--- src/rtl/pfl_pkg.sv ---
// Shared types and constants for the FIFO/LRU page replacement block.
// Used by pfl_cell and page_replacement_fifo_lru; depends on nothing.
package pfl_pkg;

   localparam int NUM_FRAMES = 64;
   localparam int PAGE_BITS  = 16;
   localparam int AGE_BITS   = 16;

   localparam int IDX_BITS = (NUM_FRAMES > 1) ? $clog2(NUM_FRAMES) : 1;
   localparam int CNT_BITS = $clog2(NUM_FRAMES + 1);

   localparam int PAGE_IN_BITS   = 16;
   localparam int FRAME_OUT_BITS = 6;
   localparam int FAULT_BITS     = 32;
   localparam int CSR_INDEX_BITS = 1;
   localparam int CSR_DATA_BITS  = 7;

   localparam logic [CSR_INDEX_BITS-1:0] REG_POLICY_MODE   = 1'd0;
   localparam logic [CSR_INDEX_BITS-1:0] REG_FRAMES_IN_USE = 1'd1;

   localparam logic POLICY_FIFO = 1'b0;
   localparam logic POLICY_LRU  = 1'b1;

   // Partial search result carried from cell to cell along the row.
   typedef struct packed {
      logic                 tok;
      logic                 hit_found;
      logic [IDX_BITS-1:0]  hit_idx;
      logic                 empty_found;
      logic [IDX_BITS-1:0]  empty_idx;
      logic                 best_set;
      logic [IDX_BITS-1:0]  best_idx;
      logic [AGE_BITS-1:0]  best_age;
      logic [PAGE_BITS-1:0] best_page;
      logic [PAGE_BITS-1:0] fifo_page;
      logic                 fifo_valid;
   } chain_type;

   // Update broadcast from the controller to every cell at once.
   typedef struct packed {
      logic                 clr;
      logic                 en;
      logic                 load;
      logic [IDX_BITS-1:0]  slot;
      logic [PAGE_BITS-1:0] page;
   } upd_type;

endpackage

--- src/rtl/pfl_cell.sv ---
// One frame of the replacement store: page, valid bit and age, plus one
// stage of the search row. Depends on pfl_pkg.
module pfl_cell (
   input  logic                          clock,
   input  logic                          reset,
   input  logic [pfl_pkg::IDX_BITS-1:0]  cell_index,
   input  logic [pfl_pkg::CNT_BITS-1:0]  active_count,
   input  logic [pfl_pkg::PAGE_BITS-1:0] query_page,
   input  logic [pfl_pkg::IDX_BITS-1:0]  fifo_slot,
   input  pfl_pkg::upd_type              upd,
   input  pfl_pkg::chain_type            chain_in,
   output pfl_pkg::chain_type            chain_out
);

   logic [pfl_pkg::PAGE_BITS-1:0] page_ff, page_in;
   logic                          valid_ff, valid_in;
   logic [pfl_pkg::AGE_BITS-1:0]  age_ff, age_in;
   pfl_pkg::chain_type            carry_ff, carry_in;
   logic                          active;

   assign active = pfl_pkg::CNT_BITS'(cell_index) < active_count;

   always_comb begin
      carry_in = chain_in;
      if (chain_in.tok && active) begin
         if (valid_ff && page_ff == query_page && !chain_in.hit_found) begin
            carry_in.hit_found = 1'b1;
            carry_in.hit_idx   = cell_index;
         end
         if (!valid_ff && !chain_in.empty_found) begin
            carry_in.empty_found = 1'b1;
            carry_in.empty_idx   = cell_index;
         end
         // Strictly larger age wins, so ties stay with the lower frame.
         if (!chain_in.best_set || age_ff > chain_in.best_age) begin
            carry_in.best_set  = 1'b1;
            carry_in.best_idx  = cell_index;
            carry_in.best_age  = age_ff;
            carry_in.best_page = page_ff;
         end
         if (cell_index == fifo_slot) begin
            carry_in.fifo_page  = page_ff;
            carry_in.fifo_valid = valid_ff;
         end
      end
   end

   always_comb begin
      page_in  = page_ff;
      valid_in = valid_ff;
      age_in   = age_ff;
      if (upd.clr) begin
         page_in  = '0;
         valid_in = 1'b0;
         age_in   = '0;
      end else if (upd.en && active) begin
         if (upd.slot == cell_index) begin
            age_in = '0;
            if (upd.load) begin
               page_in  = upd.page;
               valid_in = 1'b1;
            end
         end else if (valid_ff && age_ff != '1) begin
            age_in = age_ff + 1'b1;
         end
      end
   end

   always_ff @(posedge clock) begin
      if (reset) begin
         valid_ff <= 1'b0;
         age_ff   <= '0;
         carry_ff <= '0;
      end else begin
         valid_ff <= valid_in;
         age_ff   <= age_in;
         carry_ff <= carry_in;
      end
   end

   always_ff @(posedge clock) begin
      page_ff <= page_in;
   end

   assign chain_out = carry_ff;

endmodule

--- config.mk ---
export PLATFORM = sky130hd
export DESIGN_NAME = pfl_cell
export DESIGN_NICKNAME = d
export VERILOG_FILES = /design/src/rtl/pfl_pkg.sv /design/src/rtl/pfl_cell.sv
export SDC_FILE = /design/constraint.sdc
export NUM_CORES = 1
export LEC_CHECK = 0
export BUFFER_PORTS_ARGS = -buffer_cell sky130_fd_sc_hd__buf_2
export CAP_MARGIN = 20
export CORE_MARGIN = 10
export CORE_UTILIZATION = 52
export CTS_BUF_LIST = sky130_fd_sc_hd__clkbuf_16
export DETAILED_ROUTE_END_ITERATION = 16
export PLACE_DENSITY_LB_ADDON = 0.2
export REMOVE_ABC_BUFFERS = 1
export SYNTH_ARGS = -nofsm -noshare
export SYNTH_HDL_FRONTEND = slang
export SYNTH_SLANG_ARGS = --single-unit
--- constraint.sdc ---
create_clock -name clock -period 4.39 [get_ports clock]
set_clock_uncertainty 0.15 [all_clocks]
set_input_delay 0.2195 -clock clock [delete_from_list [all_inputs] [get_ports clock]]
set_output_delay 0.2195 -clock clock [all_outputs]
set_load 0.03 [all_outputs]
==> run_results.csv, run 1 <==
group,metric,value,unit
job,max_cap_viol_count,0,
sta,worstMarginPinSlew,1094,ps
cells_and_area,drive_above_1_share,28.06,%
synth,synth.top_cell.area_share,40.58,%
pwr,vdd_ir_drop_max,0.2975,mV
placed_design,place.port_buffers,203,
drt,antenna_left,0,
worst_setup_path,cp.required,4500,ps
synth,syn_area_per_cell,9.485,µm²
cells_and_area,final_util,75.21,%
drt,drtIter0Drc,309,
sta,fmax,311.3,MHz
placed_design,place_ws,1240,ps
clocking,cts_tree,"built",
hold_path,hold_class,"in -> reg",
drt,post-route-drc-count,0,
drt,wirelength,16300,µm
pwr,cellPowerDensity,301.3,mW/mm²
floorplanning,initial_utilization,52.98,%
sta,finalHoldViolCount,0,
floorplanning,die_x,119.3,µm
sta,relSlewSlack,27.08,%
floorplanning,rows,36,
placed_design,gp_congestion,0.8850,
synth,synth_area_leaders,"dfxtp_1, mux2i_1, nand2b_1",
synth,syn_area,0.005131,mm²
drt,via_per_inst,5.094,
sta,finalCritPeriodShare,73.18,%
sta,rsz0062_at_grt,"false",
sta,fin_ws,1178,ps
cells_and_area,nets,967,
pwr,leakage,3.531,nW
clocking,cts.clk_slew.worst_paths,70,ps
synth,synth_edf_count,0,
grt,grt_max_degree,58,
placed_design,hpwl,11450,µm
clocking,clock-root-buffer,"clkbuf_16",
clocking,cts_sinks,104,
floorplanning,num_io_pins,204,
clocking,h-tree-depth,3,
sta,hold_slack,9.706,ps
grt,overflow,0,
worst_setup_path,end_kind,"flip-flop",
synth,synth_warnings,0,
grt,grt_pass1_vias,5128,
worst_setup_path,worstPathMaxFanout,20,
cells_and_area,area_delta_synth_final,41.94,%
clocking,cts_setup_buffers,0,
sta,slew_violations,0,
floorplanning,fp.coreArea,0.009684,mm²
synth,synth-main-ff-cell,"dfxtp_1",
synth,ys_ff_latch,104,
drt,wl_per_cell,17.16,µm
worst_setup_path,cp_cell_sequence,"dlygate4sd3_1 -> buf_2 -> inv_1 -> ha_1 -> nand4_1 -> nor4_1 -> a21oi_1 -> a21oi_4 -> buf_4 -> mux2i_1",
drt,dr.pass1.iters,5,
drt,vias,4839,
worst_setup_path,critPathMaxStageDelay,750,ps
grt,grt_antenna_before_repair,2,
clocking,clockBufferDepth,2,
sta,finalCriticalPeriod,3212,ps
floorplanning,die_area,0.01424,mm²
drt,top_layer,"met5",
synth,netlist_instances,541,
grt,grt_pass1_wl,26110,µm
clocking,cts_inserted_buffers,9,
grt,grt_use_total,22.24,%
cells_and_area,layout_common_cells,"buf_2, dfxtp_1, mux2i_1",
drt,met3_length,1518,µm
floorplanning,die_h,119.3,µm
worst_setup_path,worstPathArrival,3320,ps
synth,ys_seq_area_share,40.58,%
synth,synth_top_area_cell,"dfxtp_1",
worst_setup_path,r2r_slack,1310,ps
run_status,outcome,"completed",
worst_setup_path,slowest_stage,"a21oi_4",
worst_setup_path,cp-start-kind,"primary input",
placed_design,dpl.cell_count,855,
clocking,clk_latency,340,ps
cells_and_area,final_common_cell,"buf_2",
drt,route.met2.wl,7978,µm
sta,fin_tns_setup,0,ps
worst_setup_path,critPathKind,"in -> reg",
drt,drt-met1-wl,6341,µm
sta,setup-violations-final,0,
synth,synth_cell_type_count,40,
cells_and_area,stdcell_count,950,
synth,synthArstFlopShare,0,%
path summary, 6_finish.rpt:
kind / endpoint / start / depth (start not counted)
hold reg to reg: chain_out[20]$_SDFF_PP0_ / page_ff[3]$_SDFFE_PP0P_ / 2
setup / recovery: chain_out[47]$_SDFF_PP0_ / chain_in[46] / 10
setup reg to reg: chain_out[47]$_SDFF_PP0_ / age_ff[14]$_SDFFE_PP0P_ / 7
hold / removal: chain_out[58]$_SDFF_PP0_ / chain_in[58] / 3
metrics by stage:
| stage | cell area (µm²) | total power [W] |
|---|---|---|
| CTS | 7281 | 0.002208 |
| global placement | 6203 | 0.001360 |
| finish | 7283 | 0.002195 |
| global route | 7283 | 0.002285 |
| detailed placement | 6203 | 0.001369 |
| floorplan | 4976 | 0.001218 |
power by group:
part	total, W	switching, W	internal, W
logic	0.000413	0.000226	0.000187
clock network	0.000787	0.000351	0.000436
registers	0.000994	0.0000110	0.000983
repair_timing:
action,4_1_cts,5_1_grt
hold buffers,79,0
endpoints found under the hold margin,79,0
gates resized for setup,0,0
routing by layer:
| metal | track usage, % | vias to the layer above |
|---|---|---|
| li1 | - | 2351 |
| met1 | 24.56 | 2250 |
| met2 | 37.86 | 199 |
| met3 | 8.550 | 37 |
| met4 | 8.673 | 2 |
| met5 | 0 | - |
worst max-delay path: cells and delay by family:
family	cells	cell delay (ps)
buffers and inverters	4	1040
multiplexers	1	240
AND/OR/NAND/NOR	2	580
adder cells (fa/ha/maj)	1	280
AO/OA/AOI/OAI	2	930
registers in the layout, indices dropped and copies added (netlist names):
| name | count |
|---|---|
| age_ff | 16 |
| valid_ff | 1 |
| chain_out | 71 |
| page_ff | 16 |
cell families (layout without fill, tap and decap cells):
kind of cell	Yosys count	count (layout)	share of synthesized area, %
AO/OA/AOI/OAI	27	27	3.829
XOR/XNOR	41	41	6.998
adder cells (fa/ha/maj)	22	22	5.364
buffers and inverters	51	326	4.779
flip-flops	104	104	40.58
multiplexers	83	83	16.19
other	0	1	0
AND/OR/NAND/NOR	213	213	22.26
cells in the mapped netlist, drive strengths merged, types with 3 or more instances:
| master | instances |
|---|---|
| dfxtp | 104 |
| mux2i | 83 |
| nand2b | 78 |
| nor2 | 69 |
| inv | 24 |
| xnor2 | 24 |
| ha | 22 |
| nand4 | 21 |
| xor2 | 17 |
| clkbuf | 16 |
| a21oi | 14 |
| buf | 11 |
| nand2 | 11 |
| nand3 | 10 |
| and3 | 7 |
| and2 | 4 |
| nor4 | 4 |
| nor3 | 3 |
| o21ai | 3 |
| o31ai | 3 |
cell type report:
| cell class | count | area, µm² |
|---|---|---|
| multi-input cells | 386 | 2811 |
| fillers | 692 | 2401 |
| flip-flops and latches | 104 | 2082 |
| repair buffers | 287 | 1844 |
| clock buffers | 9 | 225.2 |
| well taps | 133 | 166.4 |
| inverters | 24 | 90.09 |
| clock inverters | 6 | 61.31 |
| diodes | 1 | 2.502 |
Power figures use the tool's default switching activity.
==> run 2, diff against run 1 <==
--- a/config.mk
+++ b/config.mk
@@ -8,7 +8,7 @@
 export BUFFER_PORTS_ARGS = -buffer_cell sky130_fd_sc_hd__buf_2
 export CAP_MARGIN = 20
 export CORE_MARGIN = 10
-export CORE_UTILIZATION = 52
+export CORE_UTILIZATION = 44
 export CTS_BUF_LIST = sky130_fd_sc_hd__clkbuf_16
 export DETAILED_ROUTE_END_ITERATION = 16
 export PLACE_DENSITY_LB_ADDON = 0.2
==> constraint.sdc (replaced) <==
create_clock -name clock -period 2.7 [get_ports clock]
set_clock_uncertainty 0.15 [all_clocks]
set_input_delay 0.135 -clock clock [delete_from_list [all_inputs] [get_ports clock]]
set_output_delay 0.135 -clock clock [all_outputs]
set_load 0.03 [all_outputs]
==> run 2 against run 1 <==
  * Utilization decreased by 8.1 points
  * Clock power increased by 72%
  * Hold slack improved by 14 ps
  * Flip-flop and latch count unchanged
==> run_results.csv, run 2 (synthesis gave the netlist of run 1 again) <==
group,metric,value,unit
grt,grt_pass1_vias,5129,
placed_design,dpl.cell_count,870,
floorplanning,num_io_pins,204,
drt,vias,4797,
cells_and_area,nets,1001,
drt,dr.pass1.iters,4,
grt,grt_antenna_before_repair,1,
clocking,clock-root-buffer,"clkbuf_16",
clocking,clk_latency,340,ps
placed_design,place.port_buffers,203,
cells_and_area,design_area,0.007659,mm²
sta,finalCriticalPeriod,2517,ps
grt,grt_max_degree,55,
grt,grt_pass1_wl,25590,µm
cells_and_area,layout_common_cells,"buf_2, dfxtp_1, dlygate4sd3_1",
drt,post-route-drc-count,0,
sta,relSlewSlack,64.19,%
cells_and_area,area_delta_synth_final,49.26,%
floorplanning,rows,39,
worst_setup_path,cp.required,2770,ps
placed_design,place_area,0.006266,mm²
pwr,leakage,3.718,nW
run_status,outcome,"completed",
clocking,clockBufferDepth,2,
cells_and_area,final_util,67.07,%
sta,fin_tns_setup,0,ps
job,max_cap_viol_count,0,
floorplanning,die_area,0.01638,mm²
floorplanning,die_x,128.0,µm
sta,finalHoldViolCount,0,
placed_design,gp_congestion,0.7930,
worst_setup_path,critPathKind,"in -> reg",
sta,slew_violations,0,
clocking,cts_sinks,104,
drt,via_per_inst,4.821,
drt,drtIter0Drc,146,
grt,overflow,0,
worst_setup_path,cp-start-kind,"primary input",
worst_setup_path,worstPathMaxFanout,7,
clocking,cts_inserted_buffers,9,
worst_setup_path,critPathMaxStageDelay,590,ps
worst_setup_path,worstPathArrival,2580,ps
clocking,h-tree-depth,3,
worst_setup_path,crit_family,"buffers and inverters",
pwr,p_total,0.003675,W
drt,wirelength,16080,µm
placed_design,hpwl,11500,µm
cells_and_area,stdcell_count,995,
worst_setup_path,cp_cell_sequence,"buf_2 -> ha_1 -> a211oi_1 -> o31ai_1 -> a21oi_4 -> nor3b_4 -> buf_4 -> mux2i_1 -> dlygate4sd3_1 -> nor2_1",
sta,setup-violations-final,0,
cells_and_area,drive_above_1_share,28.08,%
sta,finalCritPeriodShare,93.22,%
clocking,cts.clk_slew.worst_paths,60,ps
sta,worstMarginPinSlew,537.2,ps
worst_setup_path,path_buf_inv,3,
worst_setup_path,slowest_stage,"dlygate4sd3_1",
floorplanning,initial_utilization,44.94,%
drt,wl_per_cell,16.16,µm
hold_path,hold_class,"in -> reg",
pwr,vdd_ir_drop_max,0.3132,mV
pwr,cellPowerDensity,479.9,mW/mm²
cells_and_area,final_common_cell,"buf_2",
cells_and_area,largest_reg_flops,71,
sta,rsz0062_at_grt,"false",
drt,antenna_left,0,
floorplanning,fp.coreArea,0.01142,mm²
floorplanning,die_h,128.0,µm
clocking,cts_tree,"built",
sta,fmax,397.3,MHz
worst_setup_path,end_kind,"flip-flop",
grt,grt_use_total,19.23,%
run 2: cell count changes in the layout (fill, tap and decap cells not counted), sizes merged:
cell,before,now
buf,208,217
bufinv,1,2
clkinvlp,3,0
dlygate4sd3,79,104
inv,24,27
run 2: final timing paths:
path                                               from                       end  slack [ps]  depth (start not counted)
worst max-delay path                      cell_index[4]  chain_out[56]$_SDFF_PP0_         180                         10
worst min register to register  page_ff[2]$_SDFFE_PP0P_  chain_out[19]$_SDFF_PP0_         370                          2
worst min-delay path                      cell_index[1]  chain_out[64]$_SDFF_PP0_          20                          3
worst max register to register  page_ff[1]$_SDFFE_PP0P_  chain_out[66]$_SDFF_PP0_         180                          7
run 2: per-stage QoR:
| stage | setup WS, ps | hold slack [ps] |
|---|---|---|
| 4_1_cts | 69.52 | 4.097 |
| 6_report | 183.0 | 23.31 |
| 5_1_grt | 19.00 | 37.97 |
| 3_3_place_gp | 348.4 | 212.9 |
| 3_5_place_dp | 241.9 | 211.7 |
| 2_1_floorplan | -561.9 | 56.61 |
run 2: routing by layer:
layer  vias to the layer above  global-route usage, %  routed length [µm]
li1                       2420                      -                   -
met1                      2191                  20.98                6284
met2                       154                  32.41                7951
met3                        32                  7.982                1468
met4                         0                  7.616                 374
met5                         -                      0                   0
run 2: area by class of cell:
class,instances,area (µm²)
Fill cell,908,3760
Multi-Input combinational cell,386,2825
Timing Repair Buffer,321,2175
Sequential cell,104,2082
Clock buffer,9,225.2
Tap cell,143,178.9
Inverter,24,90.09
Clock inverter,7,80.08
Antenna cell,1,2.502
run 2: what timing repair did:
item                                   in CTS  in global routing
buffers inserted                            0                  4
hold buffers                              104                  0
gates resized for setup                     0                  3
setup endpoints to repair                   0                 40
endpoints found under the hold margin      87                  0
run 2: worst register-to-register path: stages (launching register included):
cell and delay (ps):
dfxtp_1 410, xnor2_1 150, nand4_1 120, nor3_1 350
and4b_2 410, mux2i_1 200, dlygate4sd3_1 560, nor2_1 40
run 2: where the power goes:
group | internal, W | total [W] | switching (W)
Sequential | 0.00160 | 0.00162 | 0.0000166
Combinational | 0.000338 | 0.000709 | 0.000371
Clock | 0.000798 | 0.00135 | 0.000553
